<file path="src/design/acss_pkg.sv">
// Shared types and constants for the ADC channel scan sequencer.
// No dependencies; compile first.
`timescale 1ns / 1ps

package acss_pkg;

   localparam int SAMPLE_W   = 16;
   localparam int RD_CHAN_W  = 4;
   localparam int CHAN_OUT_W = 3;
   localparam int REF_W      = 2;
   localparam int MASK_W     = 8;
   localparam int CSR_IDX_W  = 2;
   localparam int CSR_DATA_W = 8;

   localparam logic KIND_CONV = 1'b0;
   localparam logic KIND_READ = 1'b1;

   localparam logic [CSR_IDX_W-1:0] REG_CHANNEL_MASK    = 2'd0;
   localparam logic [CSR_IDX_W-1:0] REG_REFERENCE_SEL   = 2'd1;
   localparam logic [CSR_IDX_W-1:0] REG_FULL_RESOLUTION = 2'd2;

   typedef enum logic [1:0] {
      ST_IDLE,
      ST_SEARCH,
      ST_RESP
   } state_type;

   typedef struct packed {
      logic accept_conv;
      logic accept_read;
      logic search_step;
      logic finish_search;
   } cmd_type;

   typedef struct packed {
      logic usable_any;
      logic hit;
   } status_type;

endpackage

</file>
<file path="src/design/acss_req_if.sv">
// Request channel interface: conversion-done and read beats.
// Depends on acss_pkg.
`timescale 1ns / 1ps

interface acss_req_if;
   import acss_pkg::*;

   logic                 valid;
   logic                 ready;
   logic                 kind;
   logic [SAMPLE_W-1:0]  sample;
   logic [RD_CHAN_W-1:0] read_channel;

   modport source (output valid, kind, sample, read_channel, input ready);
   modport sink   (input valid, kind, sample, read_channel, output ready);
endinterface

</file>
<file path="src/design/acss_rsp_if.sv">
// Response channel interface: one result beat per request beat.
// Depends on acss_pkg.
`timescale 1ns / 1ps

interface acss_rsp_if;
   import acss_pkg::*;

   logic                  valid;
   logic                  ready;
   logic [CHAN_OUT_W-1:0] next_channel;
   logic                  start_conversion;
   logic [SAMPLE_W-1:0]   read_data;
   logic [REF_W-1:0]      reference_bits;
   logic                  left_adjust;

   modport source (output valid, next_channel, start_conversion, read_data,
                   reference_bits, left_adjust, input ready);
   modport sink   (input valid, next_channel, start_conversion, read_data,
                   reference_bits, left_adjust, output ready);
endinterface

</file>
<file path="src/design/acss_datapath.sv">
// Datapath: config registers, result store, scan pointer and response registers.
// Depends on acss_pkg; driven by acss_ctrl commands.
`timescale 1ns / 1ps

module acss_datapath #(
   parameter int NUM_CHANNELS = 8
) (
   input  logic                              clock,
   input  logic                              reset,
   input  logic                              csr_wr_en,
   input  logic [acss_pkg::CSR_IDX_W-1:0]    csr_index,
   input  logic [acss_pkg::CSR_DATA_W-1:0]   csr_wdata,
   input  logic [acss_pkg::SAMPLE_W-1:0]     sample,
   input  logic [acss_pkg::RD_CHAN_W-1:0]    read_channel,
   input  acss_pkg::cmd_type                 cmd,
   output acss_pkg::status_type              status,
   output logic [acss_pkg::CHAN_OUT_W-1:0]   next_channel,
   output logic                              start_conversion,
   output logic [acss_pkg::SAMPLE_W-1:0]     read_data,
   output logic [acss_pkg::REF_W-1:0]        reference_bits,
   output logic                              left_adjust
);
   import acss_pkg::*;

   localparam int IDX_W = (NUM_CHANNELS > 1) ? $clog2(NUM_CHANNELS) : 1;
   localparam logic [IDX_W-1:0] LAST_CH = IDX_W'(NUM_CHANNELS - 1);

   logic [MASK_W-1:0]   mask_ff, mask_in;
   logic [REF_W-1:0]    ref_ff, ref_in;
   logic                full_res_ff, full_res_in;
   logic                started_ff, started_in;
   logic [IDX_W-1:0]    cur_ff, cur_in;
   logic [IDX_W-1:0]    ptr_ff, ptr_in;
   logic [SAMPLE_W-1:0] store_ff [NUM_CHANNELS];
   logic                start_ff, start_in;
   logic [SAMPLE_W-1:0] data_ff, data_in;

   logic [NUM_CHANNELS-1:0] usable;
   logic                    store_wr;
   logic                    rd_in_range;

   function automatic logic [IDX_W-1:0] wrap_next(input logic [IDX_W-1:0] c);
      wrap_next = (c == LAST_CH) ? '0 : c + 1'b1;
   endfunction

   assign usable            = mask_ff[NUM_CHANNELS-1:0];
   assign status.usable_any = |usable;
   assign status.hit        = usable[ptr_ff];
   assign store_wr          = cmd.accept_conv && started_ff;
   assign rd_in_range       = read_channel < RD_CHAN_W'(NUM_CHANNELS);

   always_comb begin
      mask_in     = mask_ff;
      ref_in      = ref_ff;
      full_res_in = full_res_ff;
      started_in  = started_ff;
      if (csr_wr_en) begin
         case (csr_index)
            REG_CHANNEL_MASK: begin
               mask_in = csr_wdata[MASK_W-1:0];
               if (mask_ff == '0 && csr_wdata[MASK_W-1:0] != '0)
                  started_in = 1'b0;
            end
            REG_REFERENCE_SEL:   ref_in      = csr_wdata[REF_W-1:0];
            REG_FULL_RESOLUTION: full_res_in = csr_wdata[0];
            default: ;
         endcase
      end
      if (cmd.accept_conv)
         started_in = 1'b1;
   end

   always_comb begin
      cur_in   = cur_ff;
      ptr_in   = ptr_ff;
      start_in = start_ff;
      data_in  = data_ff;
      if (cmd.accept_conv) begin
         start_in = 1'b0;
         data_in  = '0;
         if (started_ff) begin
            ptr_in = wrap_next(cur_ff);
         end else begin
            ptr_in = '0;
            cur_in = '0;
         end
      end
      if (cmd.accept_read) begin
         start_in = 1'b0;
         data_in  = rd_in_range ? store_ff[read_channel[IDX_W-1:0]] : '0;
      end
      if (cmd.search_step)
         ptr_in = wrap_next(ptr_ff);
      if (cmd.finish_search && status.usable_any) begin
         cur_in   = ptr_ff;
         start_in = 1'b1;
      end
   end

   always_ff @(posedge clock) begin
      if (reset) begin
         mask_ff     <= '0;
         ref_ff      <= '0;
         full_res_ff <= 1'b1;
         started_ff  <= 1'b0;
         cur_ff      <= '0;
         for (int i = 0; i < NUM_CHANNELS; i++)
            store_ff[i] <= '0;
      end else begin
         mask_ff     <= mask_in;
         ref_ff      <= ref_in;
         full_res_ff <= full_res_in;
         started_ff  <= started_in;
         cur_ff      <= cur_in;
         if (store_wr)
            store_ff[cur_ff] <= sample;
      end
   end

   always_ff @(posedge clock) begin
      ptr_ff   <= ptr_in;
      start_ff <= start_in;
      data_ff  <= data_in;
   end

   assign next_channel     = CHAN_OUT_W'(cur_ff);
   assign start_conversion = start_ff;
   assign read_data        = data_ff;
   assign reference_bits   = ref_ff;
   assign left_adjust      = ~full_res_ff;

   a_finish_hits: assert property (@(posedge clock) disable iff (reset)
      (cmd.finish_search && status.usable_any) |-> status.hit)
      else $error("search finished on a disabled channel");

   a_cmd_onehot: assert property (@(posedge clock) disable iff (reset)
      $onehot0({cmd.accept_conv, cmd.accept_read, cmd.search_step, cmd.finish_search}))
      else $error("more than one datapath command");

   a_conv_sets_started: assert property (@(posedge clock) disable iff (reset)
      cmd.accept_conv |=> started_ff)
      else $error("scan not marked started after conversion beat");

endmodule

</file>
<file path="src/design/acss_ctrl.sv">
// Controller FSM: accepts a request beat, steps the channel search, holds the response.
// Depends on acss_pkg; drives acss_datapath.
`timescale 1ns / 1ps

module acss_ctrl (
   input  logic                 clock,
   input  logic                 reset,
   input  logic                 req_valid,
   input  logic                 req_kind,
   output logic                 req_ready,
   output logic                 rsp_valid,
   input  logic                 rsp_ready,
   input  acss_pkg::status_type status,
   output acss_pkg::cmd_type    cmd
);
   import acss_pkg::*;

   state_type state_ff, state_in;

   always_comb begin
      state_in = state_ff;
      case (state_ff)
         ST_IDLE: begin
            if (req_valid)
               state_in = (req_kind == KIND_READ) ? ST_RESP : ST_SEARCH;
         end
         ST_SEARCH: begin
            if (!status.usable_any || status.hit)
               state_in = ST_RESP;
         end
         ST_RESP: begin
            if (rsp_ready)
               state_in = ST_IDLE;
         end
         default: state_in = ST_IDLE;
      endcase
   end

   always_comb begin
      req_ready = 1'b0;
      rsp_valid = 1'b0;
      cmd       = '0;
      case (state_ff)
         ST_IDLE: begin
            req_ready = 1'b1;
            if (req_valid) begin
               cmd.accept_conv = (req_kind == KIND_CONV);
               cmd.accept_read = (req_kind == KIND_READ);
            end
         end
         ST_SEARCH: begin
            if (!status.usable_any || status.hit)
               cmd.finish_search = 1'b1;
            else
               cmd.search_step = 1'b1;
         end
         ST_RESP: rsp_valid = 1'b1;
         default: ;
      endcase
   end

   always_ff @(posedge clock) begin
      if (reset)
         state_ff <= ST_IDLE;
      else
         state_ff <= state_in;
   end

   a_one_in_flight: assert property (@(posedge clock) disable iff (reset)
      (req_valid && req_ready) |=> !req_ready)
      else $error("second beat accepted while one is in flight");

   a_read_to_rsp: assert property (@(posedge clock) disable iff (reset)
      cmd.accept_read |=> rsp_valid)
      else $error("read beat not answered next cycle");

   a_finish_to_rsp: assert property (@(posedge clock) disable iff (reset)
      cmd.finish_search |=> (rsp_valid && !req_ready))
      else $error("search end not followed by response");

endmodule

</file>
<file path="src/design/adc_channel_scan_sequencer_top.sv">
// Top level of the ADC channel scan sequencer: controller plus datapath.
// Depends on acss_pkg, acss_req_if, acss_rsp_if, acss_ctrl, acss_datapath.
//
//   channel   dir  handshake        payload
//   req_chan  in   valid/ready      kind, sample, read_channel
//   rsp_chan  out  valid/ready      next_channel, start_conversion, read_data,
//                                   reference_bits, left_adjust
//   csr_*     in   csr_wr_en only   csr_index, csr_wdata
//
// A read beat's response is valid the cycle after it is taken; a conversion
// beat first goes through the channel search, which tests one mask bit at a
// time. One beat is in flight at a time; req_chan is ready again the cycle
// after the response beat is taken, so a new beat waits for the last reply.
// Synchronous reset clears the result store and the scan position and sets
// the config registers to their defaults. A stalled response holds.
`timescale 1ns / 1ps

module adc_channel_scan_sequencer_top #(
   parameter int NUM_CHANNELS = 8
) (
   input  logic                             clock,
   input  logic                             reset,
   acss_req_if.sink                         req_chan,
   acss_rsp_if.source                       rsp_chan,
   input  logic                             csr_wr_en,
   input  logic [acss_pkg::CSR_IDX_W-1:0]   csr_index,
   input  logic [acss_pkg::CSR_DATA_W-1:0]  csr_wdata
);
   import acss_pkg::*;

   cmd_type    cmd;
   status_type status;

   acss_ctrl u_ctrl (
      .clock     (clock),
      .reset     (reset),
      .req_valid (req_chan.valid),
      .req_kind  (req_chan.kind),
      .req_ready (req_chan.ready),
      .rsp_valid (rsp_chan.valid),
      .rsp_ready (rsp_chan.ready),
      .status    (status),
      .cmd       (cmd)
   );

   acss_datapath #(
      .NUM_CHANNELS (NUM_CHANNELS)
   ) u_datapath (
      .clock            (clock),
      .reset            (reset),
      .csr_wr_en        (csr_wr_en),
      .csr_index        (csr_index),
      .csr_wdata        (csr_wdata),
      .sample           (req_chan.sample),
      .read_channel     (req_chan.read_channel),
      .cmd              (cmd),
      .status           (status),
      .next_channel     (rsp_chan.next_channel),
      .start_conversion (rsp_chan.start_conversion),
      .read_data        (rsp_chan.read_data),
      .reference_bits   (rsp_chan.reference_bits),
      .left_adjust      (rsp_chan.left_adjust)
   );

endmodule
</file>
<file path="src/flat_wrapper.sv">
// flat-port wrapper written by rule: the top's interface ports become plain ports
module adc_channel_scan_sequencer_top_flat import acss_pkg::*;
#(
   parameter int NUM_CHANNELS = 8
)
  (clock, reset, csr_wr_en, csr_index, csr_wdata, req_chan_valid, req_chan_kind, req_chan_sample, req_chan_read_channel, req_chan_ready, rsp_chan_valid, rsp_chan_next_channel, rsp_chan_start_conversion, rsp_chan_read_data, rsp_chan_reference_bits, rsp_chan_left_adjust, rsp_chan_ready);
  acss_req_if req_chan_i ();
  acss_rsp_if rsp_chan_i ();
  input  logic clock;
  input  logic reset;
  input  logic csr_wr_en;
  input  logic [acss_pkg::CSR_IDX_W-1:0] csr_index;
  input  logic [acss_pkg::CSR_DATA_W-1:0] csr_wdata;
  input wire logic [$bits(req_chan_i.valid)-1:0] req_chan_valid;
  input wire logic [$bits(req_chan_i.kind)-1:0] req_chan_kind;
  input wire logic [$bits(req_chan_i.sample)-1:0] req_chan_sample;
  input wire logic [$bits(req_chan_i.read_channel)-1:0] req_chan_read_channel;
  output wire logic [$bits(req_chan_i.ready)-1:0] req_chan_ready;
  output wire logic [$bits(rsp_chan_i.valid)-1:0] rsp_chan_valid;
  output wire logic [$bits(rsp_chan_i.next_channel)-1:0] rsp_chan_next_channel;
  output wire logic [$bits(rsp_chan_i.start_conversion)-1:0] rsp_chan_start_conversion;
  output wire logic [$bits(rsp_chan_i.read_data)-1:0] rsp_chan_read_data;
  output wire logic [$bits(rsp_chan_i.reference_bits)-1:0] rsp_chan_reference_bits;
  output wire logic [$bits(rsp_chan_i.left_adjust)-1:0] rsp_chan_left_adjust;
  input wire logic [$bits(rsp_chan_i.ready)-1:0] rsp_chan_ready;
  assign req_chan_i.valid = req_chan_valid;
  assign req_chan_i.kind = req_chan_kind;
  assign req_chan_i.sample = req_chan_sample;
  assign req_chan_i.read_channel = req_chan_read_channel;
  assign req_chan_ready = req_chan_i.ready;
  assign rsp_chan_valid = rsp_chan_i.valid;
  assign rsp_chan_next_channel = rsp_chan_i.next_channel;
  assign rsp_chan_start_conversion = rsp_chan_i.start_conversion;
  assign rsp_chan_read_data = rsp_chan_i.read_data;
  assign rsp_chan_reference_bits = rsp_chan_i.reference_bits;
  assign rsp_chan_left_adjust = rsp_chan_i.left_adjust;
  assign rsp_chan_i.ready = rsp_chan_ready;
  adc_channel_scan_sequencer_top #(.NUM_CHANNELS(NUM_CHANNELS)) u_core (.clock(clock), .reset(reset), .req_chan(req_chan_i), .rsp_chan(rsp_chan_i), .csr_wr_en(csr_wr_en), .csr_index(csr_index), .csr_wdata(csr_wdata));
endmodule
</file>
<file path="config.mk">
export PLATFORM = sky130hd
export DESIGN_NAME = adc_channel_scan_sequencer_top_flat
export DESIGN_NICKNAME = d
export VERILOG_FILES = /design/src/design/acss_pkg.sv /design/src/design/acss_req_if.sv /design/src/design/acss_rsp_if.sv /design/src/design/acss_datapath.sv /design/src/design/acss_ctrl.sv /design/src/design/adc_channel_scan_sequencer_top.sv /design/src/flat_wrapper.sv
export SDC_FILE = /design/constraint.sdc
export NUM_CORES = 1
export LEC_CHECK = 0
export BUFFER_PORTS_ARGS = -buffer_cell sky130_fd_sc_hd__buf_2
export CORE_MARGIN = 2
export CORE_UTILIZATION = 54
export DETAILED_ROUTE_END_ITERATION = 10
export PLACE_DENSITY = 0.73
export SLEW_MARGIN = 40
export SYNTH_ARGS = -nofsm -noshare
export SYNTH_HDL_FRONTEND = slang
export SYNTH_SLANG_ARGS = --single-unit
</file>
<file path="constraint.sdc">
create_clock -name clock -period 2.75 [get_ports clock]
set_input_delay 0.4125 -clock clock [delete_from_list [all_inputs] [get_ports clock]]
set_output_delay 0.4125 -clock clock [all_outputs]
set_load 0.05 [all_outputs]
</file>
==> results_dict.tcl <==
set metrics [dict create \
    outcome "completed" \
    placed_cells 721 \
    synth_warnings 0 \
    grt_pass1_vias 4353 \
    antenna_cells 0 \
    final_cell_area_um2 8580 \
    cts_resized 0 \
    remaining_drc_errors 0 \
    peakVddDrop_mv 0.510 \
    gp_congestion 0.839 \
    tightest_slew_ns 0.553 \
    ff2ff_setup_slack_ns 0.64 \
    vias 4252 \
    ios 61 \
    min_path_type "in2reg" \
    wl_per_cell_um 20.6 \
    dp.final_hpwl_mm 10.5 \
    grt_remaining_overflow 0 \
    via_per_inst 5.64 \
    clockBufferDepth 2 \
    synth_top_cell_by_area "edfxtp_1" \
    final.setup_skew_ns 0.00544 \
    yosysUniqueCellTypes 35 \
    num-nets-final 605 \
    track_usage_pct 23.2 \
    synth_most_common_cell "edfxtp_1" \
    dieArea_um2 14500 \
    critPathLaunch "u_core.u_datapath.ptr_ff[0]" \
    ctsHoldBuffers 0 \
    hold_viol 0 \
    synth_top_area_share_pct 60.2 \
    path_buf_inv 0 \
    syn_inst 483 \
    path_class "reg2reg" \
    timing.rr.start "u_core.u_datapath.ptr_ff[0]" \
    path_max_fanout 5 \
    drt_first_pass_iters 4 \
    placementRows 42 \
    cts_made_buffers 17 \
    avgSynthCellArea_um2 15.2 \
    min_period_ns 2.11 \
    antenna_found_initial 0 \
    critical_path.top_delay_family "multiplexers" \
    routed_wl_mm 15.5 \
    slew_viol_final 0 \
    ys_seq_area_share_pct 65.2 \
    slowest_delay_ns 0.60 \
    portBuffers 60 \
    fill_cells 987 \
    max_freq_ghz 0.475 \
    grt_first_pass_wirelength_mm 24.6 \
    initial_utilization_pct 55.3 \
    cts.sinks 165 \
    die_x_um 120 \
    worstSetupStartpointType "register" \
    root_buffer "clkbuf_16" \
    final_util_pct 64.8 \
    postCtsSetupRepairBufs 0 \
    drive_above_1_share_pct 25.8 \
    period_share_pct 76.6 \
    syn_area_um2 7330 \
    syn_nets 523 \
    arrival_ns 2.28 \
    cts_tree "yes" \
    synthTopCellsByArea "edfxtp_1 60%, and2_1 11%, mux4_2 9.8%, dfxtp_1 4.9%, mux2i_1 4.2%" \
    clk_pin_slew_ns 0.06 \
    core_um2 13200 \
    drt_first_iter_violations 309 \
    rsz0062_at_grt "no" \
    fin_cells 754 \
    critPathRequiredTime_ns 2.92 \
    synth_edf_count 147 \
    critical_path.cell_chain "mux4_1 -> mux2i_2 -> nand4b_2 -> mux2_2" \
    areaGrowthSynthToFinish_pct 17.1 \
    setup_viol 0 \
    dieHeight_um 120 \
    clkLatencyLatePin_ns 0.42 \
    cap_violations 0 \
    setup_tns_ns 0 \
    synthArstFlopShare_pct 0 \
    ys.flop_type "edfxtp_1" \
    ys_seq_elements 165 \
    cpMaxStageDelayCell "mux4_1" \
    power_density_nw_per_um2 679 \
    hold_start "csr_wdata[2]" \
    synthTopCellsByCount "147 x edfxtp_1, 129 x and2_1, 37 x nor2_1" \
    slew_headroom_pct 63.1 \
    total_power_mw 5.83 \
    leakage_nw 3.37 \
    ant_nets 0 \
    cts_max_level 4 \
    grt_max_degree 28 \
    end_kind "register" \
    placed_area_um2 7950 \
]
-- logic make-up after synthesis --
| logic type | share of synthesized area (%) |
|---|---|
| and+or+nand+nor | 16.6 |
| DFF | 65.2 |
| muxes | 15.1 |
| buffers and inverters | 1.59 |
| AOI/OAI and AO/OA | 0.837 |
| adders and majority gates | 0.683 |
-- tightest hold or removal path: stages --
cell,delay (ns)
buf_2,0.09
mux2i_1,0.06
nor2_1,0.07
-- path summary, 6_finish.rpt --
kind,end,cells past startpoint
worst max-delay path,u_core.u_datapath.ptr_ff[0],4
worst min-delay path,u_core.u_datapath.mask_ff[2],3
worst max register to register,u_core.u_datapath.ptr_ff[0],4
worst min register to register,u_core.u_datapath.start_conversion,2
-- per-stage QoR --
| step | hold slack, ns | setup WS [ns] |
|---|---|---|
| after global routing | 0.250 | 0.565 |
| final | 0.243 | 0.644 |
| after global placement | 0.454 | 0.612 |
| after CTS | 0.232 | 0.645 |
| after floorplan | 0.475 | 0.281 |
| after detailed placement | 0.456 | 0.567 |
-- layer usage --
| metal | track usage [%] | share of wire (%) | vias to the layer above |
|---|---|---|---|
| li1 | - | - | 1937 |
| met1 | 32.8 | 44 | 2120 |
| met2 | 35.8 | 47 | 175 |
| met3 | 5.14 | 7.5 | 20 |
| met4 | 8.28 | 1.8 | 0 |
| met5 | 0 | 0 | - |
-- registers in the layout, indices dropped and copies added (netlist names) --
| name | cells |
|---|---|
| u_core.u_datapath.start_conversion | 1 |
| u_core.u_datapath.store_ff | 128 |
| u_core.u_datapath.read_data | 16 |
| u_core.u_datapath.next_channel | 3 |
| u_core.u_datapath.started_ff | 1 |
| u_core.u_ctrl.state_ff | 2 |
| u_core.u_datapath.reference_bits | 2 |
| u_core.u_datapath.mask_ff | 8 |
| u_core.u_datapath.full_res_ff | 1 |
| u_core.u_datapath.ptr_ff | 3 |
-- final cells by class --
type | count | area [um^2] | area share [%]
flip-flops and latches | 165 | 4770 | 55.7
inverters | 5 | 18.8 | 0.219
repair buffers | 86 | 508 | 5.92
well taps | 176 | 220 | 2.57
multi-input cells | 290 | 2440 | 28.4
clock inverters | 11 | 181 | 2.11
clock buffers | 21 | 440 | 5.13
-- report_power, final --
group	total (mW)	leakage [nW]	switching, mW	internal (mW)
combinational	0.444	1.41	0.281	0.163
clock	2.52	0.304	0.917	1.60
sequential	2.87	1.66	0.0428	2.82
total	5.83	3.37	1.24	4.59
-- cells in the final DEF (no fill, tap or decap), types with 3 or more instances in the layout --
master / netlist / routed
a21oi_1: 3 / 3
and2_1: 129 / 129
buf_2: 9 / 60
buf_4: 0 / 25
bufinv_16: 0 / 5
clkbuf_1: 8 / 4
clkbuf_16: 0 / 17
clkinv_2: 0 / 3
dfxtp_1: 18 / 18
edfxtp_1: 147 / 147
ha_1: 4 / 4
inv_1: 5 / 5
mux2i_1: 31 / 31
mux4_2: 32 / 32
nand2_1: 10 / 10
nand2b_1: 5 / 5
nand3b_1: 3 / 3
nor2_1: 37 / 37
nor3_1: 3 / 3
o21ai_1: 3 / 3
or2_1: 8 / 8
(Power assumes the default switching activity.)
